File: src/design/dpw_pkg.sv
// ----------------------------------------------------------------------------
// dpw_pkg
// Shared types and constants of the gray-scale window/level pixel mapper.
// ----------------------------------------------------------------------------
package dpw_pkg;

	localparam int RAW_W      = 32;             // raw sample bits
	localparam int VAL_W      = RAW_W + 1;      // extended sample, signed
	localparam int RES_W      = 64;             // rescaled value, signed
	localparam int DIV_W      = 31;             // window divisor
	localparam int NUM_W      = DIV_W + 8;      // divisor times 255
	localparam int GRAY_W     = 8;
	localparam int CFG_IDX_W  = 3;
	localparam int CFG_DATA_W = 32;

	localparam logic [GRAY_W-1:0] GRAY_MAX = 8'd255;

	// pixel format codes
	localparam logic [2:0] FMT_PASS8 = 3'd0;
	localparam logic [2:0] FMT_U16   = 3'd1;
	localparam logic [2:0] FMT_S16   = 3'd2;
	localparam logic [2:0] FMT_U32   = 3'd3;
	localparam logic [2:0] FMT_S32   = 3'd4;

	// configuration register indexes
	localparam logic [CFG_IDX_W-1:0] REG_PIXEL_FORMAT      = 3'd0;
	localparam logic [CFG_IDX_W-1:0] REG_STORED_BITS       = 3'd1;
	localparam logic [CFG_IDX_W-1:0] REG_PAD_VALUE         = 3'd2;
	localparam logic [CFG_IDX_W-1:0] REG_RESCALE_SLOPE     = 3'd3;
	localparam logic [CFG_IDX_W-1:0] REG_RESCALE_INTERCEPT = 3'd4;
	localparam logic [CFG_IDX_W-1:0] REG_WINDOW_WIDTH      = 3'd5;
	localparam logic [CFG_IDX_W-1:0] REG_WINDOW_CENTER     = 3'd6;
	localparam logic [CFG_IDX_W-1:0] REG_INVERT_OUTPUT     = 3'd7;

	// how an item's gray value is formed at the end of the pipe
	typedef enum logic [2:0] {
		KIND_PASS,    // low byte, no inversion
		KIND_ZERO,    // padding or bad format, no inversion
		KIND_MAP,     // still being rescaled
		KIND_LEVEL,   // saturated window level, inversion applies
		KIND_DIV      // divider quotient, inversion applies
	} kind_t;

	typedef struct packed {
		logic [2:0]              pixel_format;
		logic [5:0]              stored_bits;
		logic signed [31:0]      pad_value;
		logic signed [31:0]      rescale_slope;
		logic signed [31:0]      rescale_intercept;
		logic [30:0]             window_width;
		logic signed [30:0]      window_center;
		logic                    invert_output;
	} cfg_t;

	typedef struct packed {
		logic signed [31:0] hi;
		logic signed [31:0] lo;
		logic [DIV_W-1:0]   divisor;
	} win_t;

	typedef struct packed {
		kind_t                   kind;
		logic [GRAY_W-1:0]       level;
		logic signed [VAL_W-1:0] val;
		logic                    frame_end;
	} smp_t;

	typedef struct packed {
		kind_t                   kind;
		logic [GRAY_W-1:0]       level;
		logic signed [RES_W-1:0] val;
		logic                    frame_end;
	} res_t;

	typedef struct packed {
		kind_t             kind;
		logic [GRAY_W-1:0] level;
		logic [NUM_W-1:0]  rem;
		logic [GRAY_W-1:0] quo;
		logic              frame_end;
	} div_t;

endpackage

File: src/design/dpw_ifs.sv
// ----------------------------------------------------------------------------
// dpw interfaces
// Valid/ready channels for samples, gray results and register writes.
// ----------------------------------------------------------------------------
interface dpw_sample_if import dpw_pkg::*; ();
	logic             valid;
	logic             ready;
	logic [RAW_W-1:0] raw_sample;
	logic             frame_end_in;

	modport source(output valid, raw_sample, frame_end_in, input ready);
	modport sink(input valid, raw_sample, frame_end_in, output ready);
endinterface

interface dpw_gray_if import dpw_pkg::*; ();
	logic              valid;
	logic              ready;
	logic [GRAY_W-1:0] gray_value;
	logic              frame_end_out;

	modport source(output valid, gray_value, frame_end_out, input ready);
	modport sink(input valid, gray_value, frame_end_out, output ready);
endinterface

interface dpw_cfg_if import dpw_pkg::*; ();
	logic                  valid;
	logic                  ready;
	logic [CFG_IDX_W-1:0]  index;
	logic [CFG_DATA_W-1:0] data;

	modport source(output valid, index, data, input ready);
	modport sink(input valid, index, data, output ready);
endinterface

File: src/design/dpw_decode.sv
// ----------------------------------------------------------------------------
// dpw_decode
// Stage 1: format extension, padding match and stored-bits mask.
// ----------------------------------------------------------------------------
module dpw_decode import dpw_pkg::*; (
	input  logic             clk,
	input  logic             arst_n,
	input  cfg_t             cfg,
	input  logic             in_valid,
	output logic             in_ready,
	input  logic [RAW_W-1:0] raw_sample,
	input  logic             frame_end_in,
	output logic             out_valid,
	input  logic             out_ready,
	output smp_t             out_data
);

	logic signed [VAL_W-1:0] ext;
	logic signed [VAL_W-1:0] pad_ext;
	logic [RAW_W-1:0]        mask;
	logic                    fmt_ok;
	logic                    pos;
	smp_t                    nxt;
	logic                    en_s1;
	logic                    v_s1;
	smp_t                    d_s1;

	always_comb begin
		fmt_ok = 1'b1;
		case (cfg.pixel_format)
			FMT_U16: ext = {{(VAL_W-16){1'b0}}, raw_sample[15:0]};
			FMT_S16: ext = {{(VAL_W-16){raw_sample[15]}}, raw_sample[15:0]};
			FMT_U32: ext = {1'b0, raw_sample};
			FMT_S32: ext = {raw_sample[RAW_W-1], raw_sample};
			default: begin
				ext    = '0;
				fmt_ok = 1'b0;
			end
		endcase
	end

	assign pad_ext = {cfg.pad_value[31], cfg.pad_value};
	// stored_bits of 32 and up keeps the whole word
	assign mask    = cfg.stored_bits[5] ? '1
	               : ((RAW_W'(1) << cfg.stored_bits[4:0]) - RAW_W'(1));
	assign pos     = !ext[VAL_W-1] && (ext != '0);

	always_comb begin
		nxt.level     = raw_sample[GRAY_W-1:0];
		nxt.frame_end = frame_end_in;
		nxt.val       = pos ? {1'b0, ext[RAW_W-1:0] & mask} : ext;
		if (cfg.pixel_format == FMT_PASS8) begin
			nxt.kind = KIND_PASS;
		end else if (!fmt_ok || ext == pad_ext) begin
			nxt.kind = KIND_ZERO;
		end else begin
			nxt.kind = KIND_MAP;
		end
	end

	assign en_s1    = !v_s1 || out_ready;
	assign in_ready = en_s1;

	always_ff @(posedge clk or negedge arst_n) begin
		if (!arst_n) begin
			v_s1 <= 1'b0;
		end else if (en_s1) begin
			v_s1 <= in_valid;
		end
	end

	always_ff @(posedge clk) begin
		if (en_s1 && in_valid) begin
			d_s1 <= nxt;
		end
	end

	assign out_valid = v_s1;
	assign out_data  = d_s1;

	// negative samples skip the mask and are sign-extended words
	a_sign_range: assert property (@(posedge clk) disable iff (!arst_n)
		v_s1 && d_s1.kind == KIND_MAP && d_s1.val[VAL_W-1] |-> d_s1.val[RAW_W-1])
		else $error("decode: negative sample outside the 32-bit signed range");

endmodule

File: src/design/dpw_rescale.sv
// ----------------------------------------------------------------------------
// dpw_rescale
// Stages 2 and 3: slope multiply, then intercept add in 64 bits.
// ----------------------------------------------------------------------------
module dpw_rescale import dpw_pkg::*; (
	input  logic clk,
	input  logic arst_n,
	input  cfg_t cfg,
	input  logic in_valid,
	output logic in_ready,
	input  smp_t in_data,
	output logic out_valid,
	input  logic out_ready,
	output res_t out_data
);

	logic signed [31:0]        slope;
	logic signed [VAL_W-1:0]   sval;
	logic signed [VAL_W+31:0]  prod;
	logic signed [RES_W-1:0]   icpt;
	logic                      en_s2;
	logic                      en_s3;
	logic                      v_s2;
	logic                      v_s3;
	res_t                      d_s2;
	res_t                      d_s3;

	assign slope = cfg.rescale_slope;
	assign sval  = in_data.val;
	assign prod  = slope * sval;
	assign icpt  = cfg.rescale_intercept;

	assign en_s3    = !v_s3 || out_ready;
	assign en_s2    = !v_s2 || en_s3;
	assign in_ready = en_s2;

	always_ff @(posedge clk or negedge arst_n) begin
		if (!arst_n) begin
			v_s2 <= 1'b0;
			v_s3 <= 1'b0;
		end else begin
			if (en_s2) begin
				v_s2 <= in_valid;
			end
			if (en_s3) begin
				v_s3 <= v_s2;
			end
		end
	end

	always_ff @(posedge clk) begin
		if (en_s2 && in_valid) begin
			d_s2.kind      <= in_data.kind;
			d_s2.level     <= in_data.level;
			d_s2.frame_end <= in_data.frame_end;
			d_s2.val       <= prod[RES_W-1:0];
		end
		if (en_s3 && v_s2) begin
			d_s3.kind      <= d_s2.kind;
			d_s3.level     <= d_s2.level;
			d_s3.frame_end <= d_s2.frame_end;
			d_s3.val       <= d_s2.val + icpt;
		end
	end

	assign out_valid = v_s3;
	assign out_data  = d_s3;

endmodule

File: src/design/dpw_window.sv
// ----------------------------------------------------------------------------
// dpw_window
// Stage 4: window compare, saturation and divider numerator.
// ----------------------------------------------------------------------------
module dpw_window import dpw_pkg::*; (
	input  logic clk,
	input  logic arst_n,
	input  win_t win,
	input  logic in_valid,
	output logic in_ready,
	input  res_t in_data,
	output logic out_valid,
	input  logic out_ready,
	output div_t out_data
);

	logic signed [RES_W-1:0] val;
	logic signed [RES_W-1:0] hi64;
	logic signed [RES_W-1:0] lo64;
	logic                    above;
	logic                    below;
	logic [DIV_W-1:0]        diff;
	logic [NUM_W-1:0]        num;
	div_t                    nxt;
	logic                    en_s4;
	logic                    v_s4;
	div_t                    d_s4;

	assign val   = in_data.val;
	assign hi64  = win.hi;
	assign lo64  = win.lo;
	assign above = val > hi64;
	assign below = val <= lo64;
	// inside the window val - lo is below 2^31, so the low bits are enough
	assign diff  = val[DIV_W-1:0] - win.lo[DIV_W-1:0];
	assign num   = {diff, 8'd0} - {8'd0, diff};

	always_comb begin
		nxt.kind      = in_data.kind;
		nxt.level     = in_data.level;
		nxt.frame_end = in_data.frame_end;
		nxt.rem       = num;
		nxt.quo       = '0;
		if (in_data.kind == KIND_MAP) begin
			if (above) begin
				nxt.kind  = KIND_LEVEL;
				nxt.level = GRAY_MAX;
			end else if (below) begin
				nxt.kind  = KIND_LEVEL;
				nxt.level = '0;
			end else begin
				nxt.kind  = KIND_DIV;
			end
		end
	end

	assign en_s4    = !v_s4 || out_ready;
	assign in_ready = en_s4;

	always_ff @(posedge clk or negedge arst_n) begin
		if (!arst_n) begin
			v_s4 <= 1'b0;
		end else if (en_s4) begin
			v_s4 <= in_valid;
		end
	end

	always_ff @(posedge clk) begin
		if (en_s4 && in_valid) begin
			d_s4 <= nxt;
		end
	end

	assign out_valid = v_s4;
	assign out_data  = d_s4;

	// numerator must give an 8-bit quotient for the divider
	a_num_range: assert property (@(posedge clk) disable iff (!arst_n)
		v_s4 && d_s4.kind == KIND_DIV |->
		(d_s4.rem != '0) && (d_s4.rem < {win.divisor, 8'd0}))
		else $error("window: numerator outside divider range");

endmodule

File: src/design/dpw_divide.sv
// ----------------------------------------------------------------------------
// dpw_divide
// Stages 5 to 8: restoring divider, two quotient bits per stage.
// ----------------------------------------------------------------------------
module dpw_divide import dpw_pkg::*; (
	input  logic             clk,
	input  logic             arst_n,
	input  logic [DIV_W-1:0] divisor,
	input  logic             in_valid,
	output logic             in_ready,
	input  div_t             in_data,
	output logic             out_valid,
	input  logic             out_ready,
	output div_t             out_data
);

	function automatic div_t div_bit(div_t x, logic [DIV_W-1:0] dv, logic [2:0] b);
		div_t             y;
		logic [NUM_W-1:0] t;
		y = x;
		t = NUM_W'(dv) << b;
		if (y.rem >= t) begin
			y.rem    = y.rem - t;
			y.quo[b] = 1'b1;
		end
		return y;
	endfunction

	logic en_s5, en_s6, en_s7, en_s8;
	logic v_s5, v_s6, v_s7, v_s8;
	div_t d_s5, d_s6, d_s7, d_s8;

	assign en_s8    = !v_s8 || out_ready;
	assign en_s7    = !v_s7 || en_s8;
	assign en_s6    = !v_s6 || en_s7;
	assign en_s5    = !v_s5 || en_s6;
	assign in_ready = en_s5;

	always_ff @(posedge clk or negedge arst_n) begin
		if (!arst_n) begin
			v_s5 <= 1'b0;
			v_s6 <= 1'b0;
			v_s7 <= 1'b0;
			v_s8 <= 1'b0;
		end else begin
			if (en_s5) begin
				v_s5 <= in_valid;
			end
			if (en_s6) begin
				v_s6 <= v_s5;
			end
			if (en_s7) begin
				v_s7 <= v_s6;
			end
			if (en_s8) begin
				v_s8 <= v_s7;
			end
		end
	end

	always_ff @(posedge clk) begin
		if (en_s5 && in_valid) begin
			d_s5 <= div_bit(div_bit(in_data, divisor, 3'd7), divisor, 3'd6);
		end
		if (en_s6 && v_s5) begin
			d_s6 <= div_bit(div_bit(d_s5, divisor, 3'd5), divisor, 3'd4);
		end
		if (en_s7 && v_s6) begin
			d_s7 <= div_bit(div_bit(d_s6, divisor, 3'd3), divisor, 3'd2);
		end
		if (en_s8 && v_s7) begin
			d_s8 <= div_bit(div_bit(d_s7, divisor, 3'd1), divisor, 3'd0);
		end
	end

	assign out_valid = v_s8;
	assign out_data  = d_s8;

	a_rem_below_div: assert property (@(posedge clk) disable iff (!arst_n)
		v_s8 && d_s8.kind == KIND_DIV |-> d_s8.rem < NUM_W'(divisor))
		else $error("divide: remainder not below divisor");

endmodule

File: src/design/dicom_pixel_window_to_gray8.sv
// ----------------------------------------------------------------------------
// dicom_pixel_window_to_gray8
// Raw sample to 8-bit gray: rescale, window/level and optional inversion.
// Pipeline: decode, multiply, add, window, four divider stages and an output
//   register, from sample beat to gray beat.
// Throughput: one beat per cycle; every stage holds under backpressure and
//   bubbles collapse. Derived window limits are registered from the config registers.
// Reset: clears all stage valid bits and loads register defaults.
// ----------------------------------------------------------------------------
module dicom_pixel_window_to_gray8 import dpw_pkg::*; (
	input  logic          clk,
	input  logic          arst_n,
	dpw_cfg_if.sink       cfg,
	dpw_sample_if.sink    sample,
	dpw_gray_if.source    gray
);

	cfg_t               cfg_q;
	win_t               win_q;
	logic [29:0]        half;
	logic signed [31:0] center32;
	logic signed [31:0] half32;

	logic               v1, r1, v3, r3, v4, r4, v8, r8;
	smp_t               d1;
	res_t               d3;
	div_t               d4, d8;

	logic [GRAY_W-1:0]  gray_nxt;
	logic               en_s9;
	logic               v_s9;
	logic [GRAY_W-1:0]  gray_s9;
	logic               fe_s9;

	// register file
	assign cfg.ready = 1'b1;

	always_ff @(posedge clk or negedge arst_n) begin
		if (!arst_n) begin
			cfg_q.pixel_format      <= FMT_U16;
			cfg_q.stored_bits       <= 6'd16;
			cfg_q.pad_value         <= 32'sh8000_0000;
			cfg_q.rescale_slope     <= 32'sd1;
			cfg_q.rescale_intercept <= '0;
			cfg_q.window_width      <= '0;
			cfg_q.window_center     <= '0;
			cfg_q.invert_output     <= 1'b0;
		end else if (cfg.valid) begin
			case (cfg.index)
				REG_PIXEL_FORMAT:      cfg_q.pixel_format      <= cfg.data[2:0];
				REG_STORED_BITS:       cfg_q.stored_bits       <= cfg.data[5:0];
				REG_PAD_VALUE:         cfg_q.pad_value         <= cfg.data;
				REG_RESCALE_SLOPE:     cfg_q.rescale_slope     <= cfg.data;
				REG_RESCALE_INTERCEPT: cfg_q.rescale_intercept <= cfg.data;
				REG_WINDOW_WIDTH:      cfg_q.window_width      <= cfg.data[30:0];
				REG_WINDOW_CENTER:     cfg_q.window_center     <= cfg.data[30:0];
				REG_INVERT_OUTPUT:     cfg_q.invert_output     <= cfg.data[0];
				default: ;
			endcase
		end
	end

	// window limits: hi = center + half - 1, lo = center - half
	assign half     = cfg_q.window_width[30:1];
	assign center32 = cfg_q.window_center;
	assign half32   = {2'b00, half};

	always_ff @(posedge clk or negedge arst_n) begin
		if (!arst_n) begin
			win_q.hi      <= -32'sd1;
			win_q.lo      <= '0;
			win_q.divisor <= '1;
		end else begin
			win_q.hi      <= center32 + half32 - 32'sd1;
			win_q.lo      <= center32 - half32;
			win_q.divisor <= {half, 1'b0} - DIV_W'(1);
		end
	end

	dpw_decode u_decode (
		.clk          (clk),
		.arst_n       (arst_n),
		.cfg          (cfg_q),
		.in_valid     (sample.valid),
		.in_ready     (sample.ready),
		.raw_sample   (sample.raw_sample),
		.frame_end_in (sample.frame_end_in),
		.out_valid    (v1),
		.out_ready    (r1),
		.out_data     (d1)
	);

	dpw_rescale u_rescale (
		.clk       (clk),
		.arst_n    (arst_n),
		.cfg       (cfg_q),
		.in_valid  (v1),
		.in_ready  (r1),
		.in_data   (d1),
		.out_valid (v3),
		.out_ready (r3),
		.out_data  (d3)
	);

	dpw_window u_window (
		.clk       (clk),
		.arst_n    (arst_n),
		.win       (win_q),
		.in_valid  (v3),
		.in_ready  (r3),
		.in_data   (d3),
		.out_valid (v4),
		.out_ready (r4),
		.out_data  (d4)
	);

	dpw_divide u_divide (
		.clk       (clk),
		.arst_n    (arst_n),
		.divisor   (win_q.divisor),
		.in_valid  (v4),
		.in_ready  (r4),
		.in_data   (d4),
		.out_valid (v8),
		.out_ready (r8),
		.out_data  (d8)
	);

	// final select and MONOCHROME1 inversion
	always_comb begin
		case (d8.kind)
			KIND_PASS:  gray_nxt = d8.level;
			KIND_LEVEL: gray_nxt = d8.level;
			KIND_DIV:   gray_nxt = d8.quo;
			default:    gray_nxt = '0;
		endcase
		if (cfg_q.invert_output && (d8.kind == KIND_LEVEL || d8.kind == KIND_DIV)) begin
			gray_nxt = GRAY_MAX - gray_nxt;
		end
	end

	assign en_s9 = !v_s9 || gray.ready;
	assign r8    = en_s9;

	always_ff @(posedge clk or negedge arst_n) begin
		if (!arst_n) begin
			v_s9 <= 1'b0;
		end else if (en_s9) begin
			v_s9 <= v8;
		end
	end

	always_ff @(posedge clk) begin
		if (en_s9 && v8) begin
			gray_s9 <= gray_nxt;
			fe_s9   <= d8.frame_end;
		end
	end

	assign gray.valid         = v_s9;
	assign gray.gray_value    = gray_s9;
	assign gray.frame_end_out = fe_s9;

	// an empty output beat means nothing in the pipe can be stalled
	a_ready_when_empty: assert property (@(posedge clk) disable iff (!arst_n)
		!gray.valid |-> sample.ready)
		else $error("top: input stalled with empty output");

endmodule
File: src/flat_wrapper.sv
// flat-port wrapper written by rule: the top's interface ports become plain ports
module dicom_pixel_window_to_gray8_flat import dpw_pkg::*;
  (clk, arst_n, cfg_valid, cfg_index, cfg_data, cfg_ready, sample_valid, sample_raw_sample, sample_frame_end_in, sample_ready, gray_valid, gray_gray_value, gray_frame_end_out, gray_ready);
  dpw_cfg_if cfg_i ();
  dpw_sample_if sample_i ();
  dpw_gray_if gray_i ();
  input  logic clk;
  input  logic arst_n;
  input wire logic [$bits(cfg_i.valid)-1:0] cfg_valid;
  input wire logic [$bits(cfg_i.index)-1:0] cfg_index;
  input wire logic [$bits(cfg_i.data)-1:0] cfg_data;
  output wire logic [$bits(cfg_i.ready)-1:0] cfg_ready;
  input wire logic [$bits(sample_i.valid)-1:0] sample_valid;
  input wire logic [$bits(sample_i.raw_sample)-1:0] sample_raw_sample;
  input wire logic [$bits(sample_i.frame_end_in)-1:0] sample_frame_end_in;
  output wire logic [$bits(sample_i.ready)-1:0] sample_ready;
  output wire logic [$bits(gray_i.valid)-1:0] gray_valid;
  output wire logic [$bits(gray_i.gray_value)-1:0] gray_gray_value;
  output wire logic [$bits(gray_i.frame_end_out)-1:0] gray_frame_end_out;
  input wire logic [$bits(gray_i.ready)-1:0] gray_ready;
  assign cfg_i.valid = cfg_valid;
  assign cfg_i.index = cfg_index;
  assign cfg_i.data = cfg_data;
  assign cfg_ready = cfg_i.ready;
  assign sample_i.valid = sample_valid;
  assign sample_i.raw_sample = sample_raw_sample;
  assign sample_i.frame_end_in = sample_frame_end_in;
  assign sample_ready = sample_i.ready;
  assign gray_valid = gray_i.valid;
  assign gray_gray_value = gray_i.gray_value;
  assign gray_frame_end_out = gray_i.frame_end_out;
  assign gray_i.ready = gray_ready;
  dicom_pixel_window_to_gray8 u_core (.clk(clk), .arst_n(arst_n), .cfg(cfg_i), .sample(sample_i), .gray(gray_i));
endmodule
File: config.mk
export PLATFORM = sky130hd
export DESIGN_NAME = dicom_pixel_window_to_gray8_flat
export DESIGN_NICKNAME = d
export VERILOG_FILES = /design/src/design/dpw_pkg.sv /design/src/design/dpw_ifs.sv /design/src/design/dpw_decode.sv /design/src/design/dpw_rescale.sv /design/src/design/dpw_window.sv /design/src/design/dpw_divide.sv /design/src/design/dicom_pixel_window_to_gray8.sv /design/src/flat_wrapper.sv
export SDC_FILE = /design/constraint.sdc
export NUM_CORES = 2
export LEC_CHECK = 0
export CAP_MARGIN = 20
export CORE_ASPECT_RATIO = 0.75
export CORE_MARGIN = 1.5
export CORE_UTILIZATION = 49
export CTS_CLUSTER_DIAMETER = 80
export DETAILED_ROUTE_END_ITERATION = 10
export DONT_BUFFER_PORTS = 1
export PLACE_DENSITY = 0.64
export SYNTH_ARGS = -nofsm -noshare
export SYNTH_HDL_FRONTEND = slang
export SYNTH_SLANG_ARGS = --single-unit
File: constraint.sdc
create_clock -name clk -period 20.3 [get_ports clk]
set_input_delay 3.045 -clock clk [delete_from_list [all_inputs] [get_ports clk]]
set_output_delay 3.045 -clock clk [all_outputs]
set_load 0.02 [all_outputs]
# == After elaboration in Yosys (flattened, before gate mapping) ==
# Index checks and enable logic that the tools add are counted.
# classes
reduce_logical,47
bitwise,1
n_eq_ne,15
n_lt_le_gt_ge,10
multipliers,1
mux,22
n_shift,1
n_addsub,16
# ops
op,count
$mux W39,9
$pmux W33 S4,1
$mux W40,2
$add A64 B32 Y64,1
$gt A64 B32 Y1,1
$le A64 B32 Y1,1
$mul A32 B33 Y64,1
$mux W32,2
$ge A39 B31 Y1,1
$ge A39 B32 Y1,1
$ge A39 B33 Y1,1
$ge A39 B34 Y1,1
$ge A39 B35 Y1,1
$ge A39 B36 Y1,1
$ge A39 B37 Y1,1
$ge A39 B38 Y1,1
$sub A39 B31 Y39,1
$sub A39 B32 Y39,1
$sub A39 B33 Y39,1
$sub A39 B34 Y39,1
$sub A39 B35 Y39,1
$sub A39 B36 Y39,1
$sub A39 B37 Y39,1
$sub A39 B38 Y39,1
other kinds (27),79
# totals
in_bits,73
wordCells,178
output_inout_bits,12
reg_bits,714

# == Depth between registers and ports, before layout ==
# logic_depth
ltp_word,11
depth_mapped,29
mapped_depth_nobuf,28

# == Hierarchy ==
# Synthesis repeated with hierarchy kept, for this count alone.
# unflattened
hier_cells,9655
hier_area_um2,93126.8
# modules_own_cells
mod,seq_area_each_um2,cells_each,area_each_um2,n_inst
dpw_rescale,4614.4,4600,44870.5,1
dpw_divide,7186.9,2593,23344.9,1
dicom_pixel_window_to_gray8,6934.2,1181,13754.4,1
dpw_window,1556.5,919,7803.7,1
dpw_decode,1346.3,362,3353.2,1

# == Worst setup path before layout ==
# No wires, ideal clock.
# synth_path
kind,reg-to-reg
from,register u_core.u_decode.d_s1 (netlist bit u_core.u_decode.out_data[33])
to,"register u_core.u_rescale.d_s2[64] (netlist name), data pin"
path_buffers,1
synth_period_minus_slack_ns,7.946
required_time_ns,20.040
path_stages_with_launch,24
setup_time_ns,0.260
arrival_time_ns,7.686
path_slack_ns,12.354
cell_sequence,edfxtp_1 > clkbuf_1 > nand2_1 > inv_1 > fa_1 > fa_1 > fa_1 > inv_1 > fa_1 > inv_1 > fa_1 > fa_1 > fa_1 > fa_1 > ha_1 > a21o_1 > a211oi_1 > nand3_1 > a211o_1 > nand3_1 > o31ai_1 > a221o_1 > a21oi_1 > xnor2_1
# synth_via
elab_chain_len,1
# synth_rtl
element,line,text
start: declaration,dpw_decode.sv:26,smp_t d_s1;
start signal: assignment,dpw_decode.sv:74,d_s1 <= nxt;
$mul A32 B33 Y64,dpw_rescale.sv:30,assign prod = slope * sval;
net u_core.u_rescale.prod[63],dpw_rescale.sv:19,logic signed [VAL_W+31:0] prod;
end: declaration,dpw_rescale.sv:25,res_t d_s2;
# The timed path passes the listed nets, and every way through them passes these cells.
# A chain may end at the register's enable or synchronous reset.

# == Worst setup path after layout ==
# layout_path
from,register u_core.cfg_q[126] (netlist name)
to,"register u_core.u_rescale.d_s2[62] (netlist name), data pin"
# layout_via
elab_chain_len,1
# layout_rtl
element,line,text
start: declaration,dicom_pixel_window_to_gray8.sv:18,cfg_t cfg_q;
$mul A32 B33 Y64,dpw_rescale.sv:30,
net u_core.u_rescale.prod[61],dpw_rescale.sv:19,
# The timed path passes the listed nets, and every way through them passes these cells.

==> results.yml <==
drt:
  vias: 65500
  drc: 0
  wl_per_cell_um: 23.1
  drt_iter0_markers: 5717
  dr.pass1.iters: 9
  vias_per_cell: 5.75
  drt_wl_total_mm: 263
  antenna_left: 0
synth:
  avgSynthCellArea_um2: 9.67
  synth_mux_area_share_pct: 3.23
  synth_top_family_by_area: "adder cells"
  synth_seq_cells: 709
  synth_fp_nets: 11000
  yosys.area.top_type: "fa_1"
  yosys_warnings: 0
  yosysSeqAreaShare_pct: 22.9
  ys_types: 101
  synth_edf_count: 439
  yosys.area.top_type_share_pct: 25.5
  synthFlopType: "edfxtp_1"
  mappedNetlistArea_um2: 87500
  ys_async_sr_fraction_pct: 38.1
  ys_top_cells_by_count: "1328 x inv_1, 1114 x fa_1, 847 x nand2_1"
  synth-compound-area-share_pct: 12.1
  synth_cells: 9045
  synthXorXnorAreaFrac_pct: 4.92
  synthTopCellsByArea: "fa_1 25%, edfxtp_1 15%, ha_1 10%"
  yosys.area_share.simple_pct: 13.7
  synth.most_common_cell: "inv_1"
  synthAdderAreaFrac_pct: 36.0
place:
  placement.io_buffers: 0
  dpl_cell_area_um2: 90400
  gp_congestion: 0.967
  hpwl_mm: 211
  dp_cells: 11200
sta:
  max_slew_margin_pct: 22.0
  slew_viol_final: 0
  rsz0062_at_grt: "no"
  period_share_pct: 47.2
  hold_viol: 0
  finalCriticalPeriod_ns: 9.58
  skew_ns: 0.0330
  setup-violations-final: 0
  max_freq_ghz: 0.104
  tns_ns: 0
  tightestPinTransition_ns: 1.16
clocking:
  clockBufferDepth: 3
  cts_tree: "yes"
  clock_latency_ns: 0.71
  holdBufCountCts: 0
  root_buffer: "clkbuf_16"
  cts.sinks: 709
  cts_made_buffers: 83
  cts_max_level: 3
  clkTransAtPathRegs_ns: 0.07
  cts_resized: 0
  cts_setup_buffers: 0
finish:
  area_growth_pct: 6.86
  multi_input_area_um2: 61400
  fillers: 15800
  nNetsFinal: 10900
  instances_no_fill: 11400
  design_area_um2: 93500
  seqCellArea_um2: 20000
  post_route_cells_drive_above_1_share_pct: 7.16
floorplanning:
  die_h_um: 369
  chipWidth_um: 491
  dieArea_um2: 181000
  initial_utilization_pct: 49.3
  coreArea_um2: 178000
  io_pins: 85
  row_count: 134
hold_path:
  hold_path_startpoint: "u_core.u_divide.d_s7[53]"
  hold_path_class: "reg2reg"
setup_path:
  critPathMaxFanout: 25
  startpoint_type: "flip-flop"
  cp.required_ns: 20.75
  r2r_end: "u_core.u_rescale.d_s2[62]"
  setup.worst_path.end_class: "flip-flop"
  worstReg2RegStart: "u_core.cfg_q[126]"
  crit_type: "reg2reg"
  crit_start: "u_core.cfg_q[126]"
  arrival_ns: 10.03
  rrSetupSlack_ns: 10.72
  reg2reg_depth: 24
  crit_path_end: "u_core.u_rescale.d_s2[62]"
flow_run:
  maxCapViolCount: 0
global_routing:
  grt_util_all_layers_pct: 29.2
  grt_first_pass_wirelength_mm: 403
  grt_pass1_vias: 66400
  gr-total-overflow: 0
  grt_max_degree: 271
  antenna_found_initial: 10
status:
  status: "finished, final reports clean"
[worst min path at each step]
stage,endpoint,slack (ns),cells past startpoint
floorplan,u_core.gray.frame_end_out,0.40,0
global placement,u_core.u_rescale.d_s2[71],0.40,0
detailed placement,u_core.u_divide.d_s5[53],0.40,0
CTS,u_core.u_divide.out_data[53],0.42,0
global route,u_core.u_divide.d_s6[53],0.43,0
finish,u_core.u_divide.out_data[53],0.41,0
[layout by cell type, fill, tap and decap left out, drive strengths merged, types with 34 or more instances in the layout]
master  synthesis  final
dfstp          66     66
xnor2         356    356
and2          554    554
clkbuf        300    102
a21oi         531    531
nand2b         84     84
fa           1114   1114
dfrtp         204    204
buf            20    122
xor2          135    135
nor2          375    375
and3           43     43
o21ai         330    330
o21bai         74     74
a31oi          55     55
ha            734    734
nand4          80     80
nand2         847    847
nor2b          83     83
inv          1330   1338
o211ai         34     34
edfxtp        439    439
mux2          242    242
nor4           36     36
o21a           88     88
a21o          249    249
nor3          119    119
a211oi         48     48
nand3         111    111
[logic make-up after synthesis]
family | after synthesis
AO/OA/AOI/OAI | 1662
XOR/XNOR | 491
adder cells (fa/ha/maj) | 1848
buffers and inverters | 1651
flip-flops | 709
multiplexers | 250
other | 1
AND/OR/NAND/NOR | 2433
[state kept, by name (all words and copies together), names as in the netlist, 44 cells and up]
name	flops
u_core.cfg_q	136
u_core.u_divide.d_s5	53
u_core.u_rescale.out_data	75
u_core.win_q	94
u_core.u_decode.out_data	44
u_core.u_divide.d_s7	57
u_core.u_window.out_data	51
u_core.u_rescale.d_s2	75
u_core.u_divide.d_s6	55
[cell type report]
type / instances / share of cell area, %
diodes: 10 / 0.0268
clock buffers: 102 / 2.46
clock inverters: 54 / 0.806
inverters: 1331 / 5.34
multi-input cells: 6685 / 65.6
flip-flops and latches: 709 / 21.4
well taps: 2380 / 3.19
repair buffers: 122 / 1.11
[through the flow]
step	util (%)	setup slack, ns	hold slack [ns]
after floorplan	-	12.35	0.400
after global placement	50.8	11.02	0.400
after detailed placement	50.9	10.88	0.405
after CTS	52.6	10.86	0.416
after global routing	52.6	10.32	0.426
final	52.6	10.72	0.410
[layer usage]
layer	GRT usage (%)	vias up	routed length, um
met5	0	-	13
met4	7.52	2	7170
met3	6.22	377	22800
met2	45.4	2495	116000
met1	41.3	32800	118000
li1	-	29800	-
[worst max-delay path, stage by stage (launching register included)]
cell,delay (ns)
dfrtp_1,0.55
clkinv_1,0.96
fa_1,0.83
fa_1,0.46
fa_1,0.49
fa_1,0.55
inv_1,0.05
fa_1,0.48
fa_1,0.47
fa_1,0.51
inv_1,0.05
fa_1,0.48
inv_1,0.04
ha_1,0.38
nand2_1,0.13
a211oi_1,0.40
nand3_1,0.13
a2111o_1,0.45
a2111oi_0,0.63
nor3b_1,0.17
o21ai_0,0.38
a31oi_1,0.21
o211ai_1,0.24
a221oi_1,0.12
xnor2_1,0.14
Power is left out: the tool's default activity adds up to more than one toggle a clock period on the data nets, which glitch-free logic cannot reach.
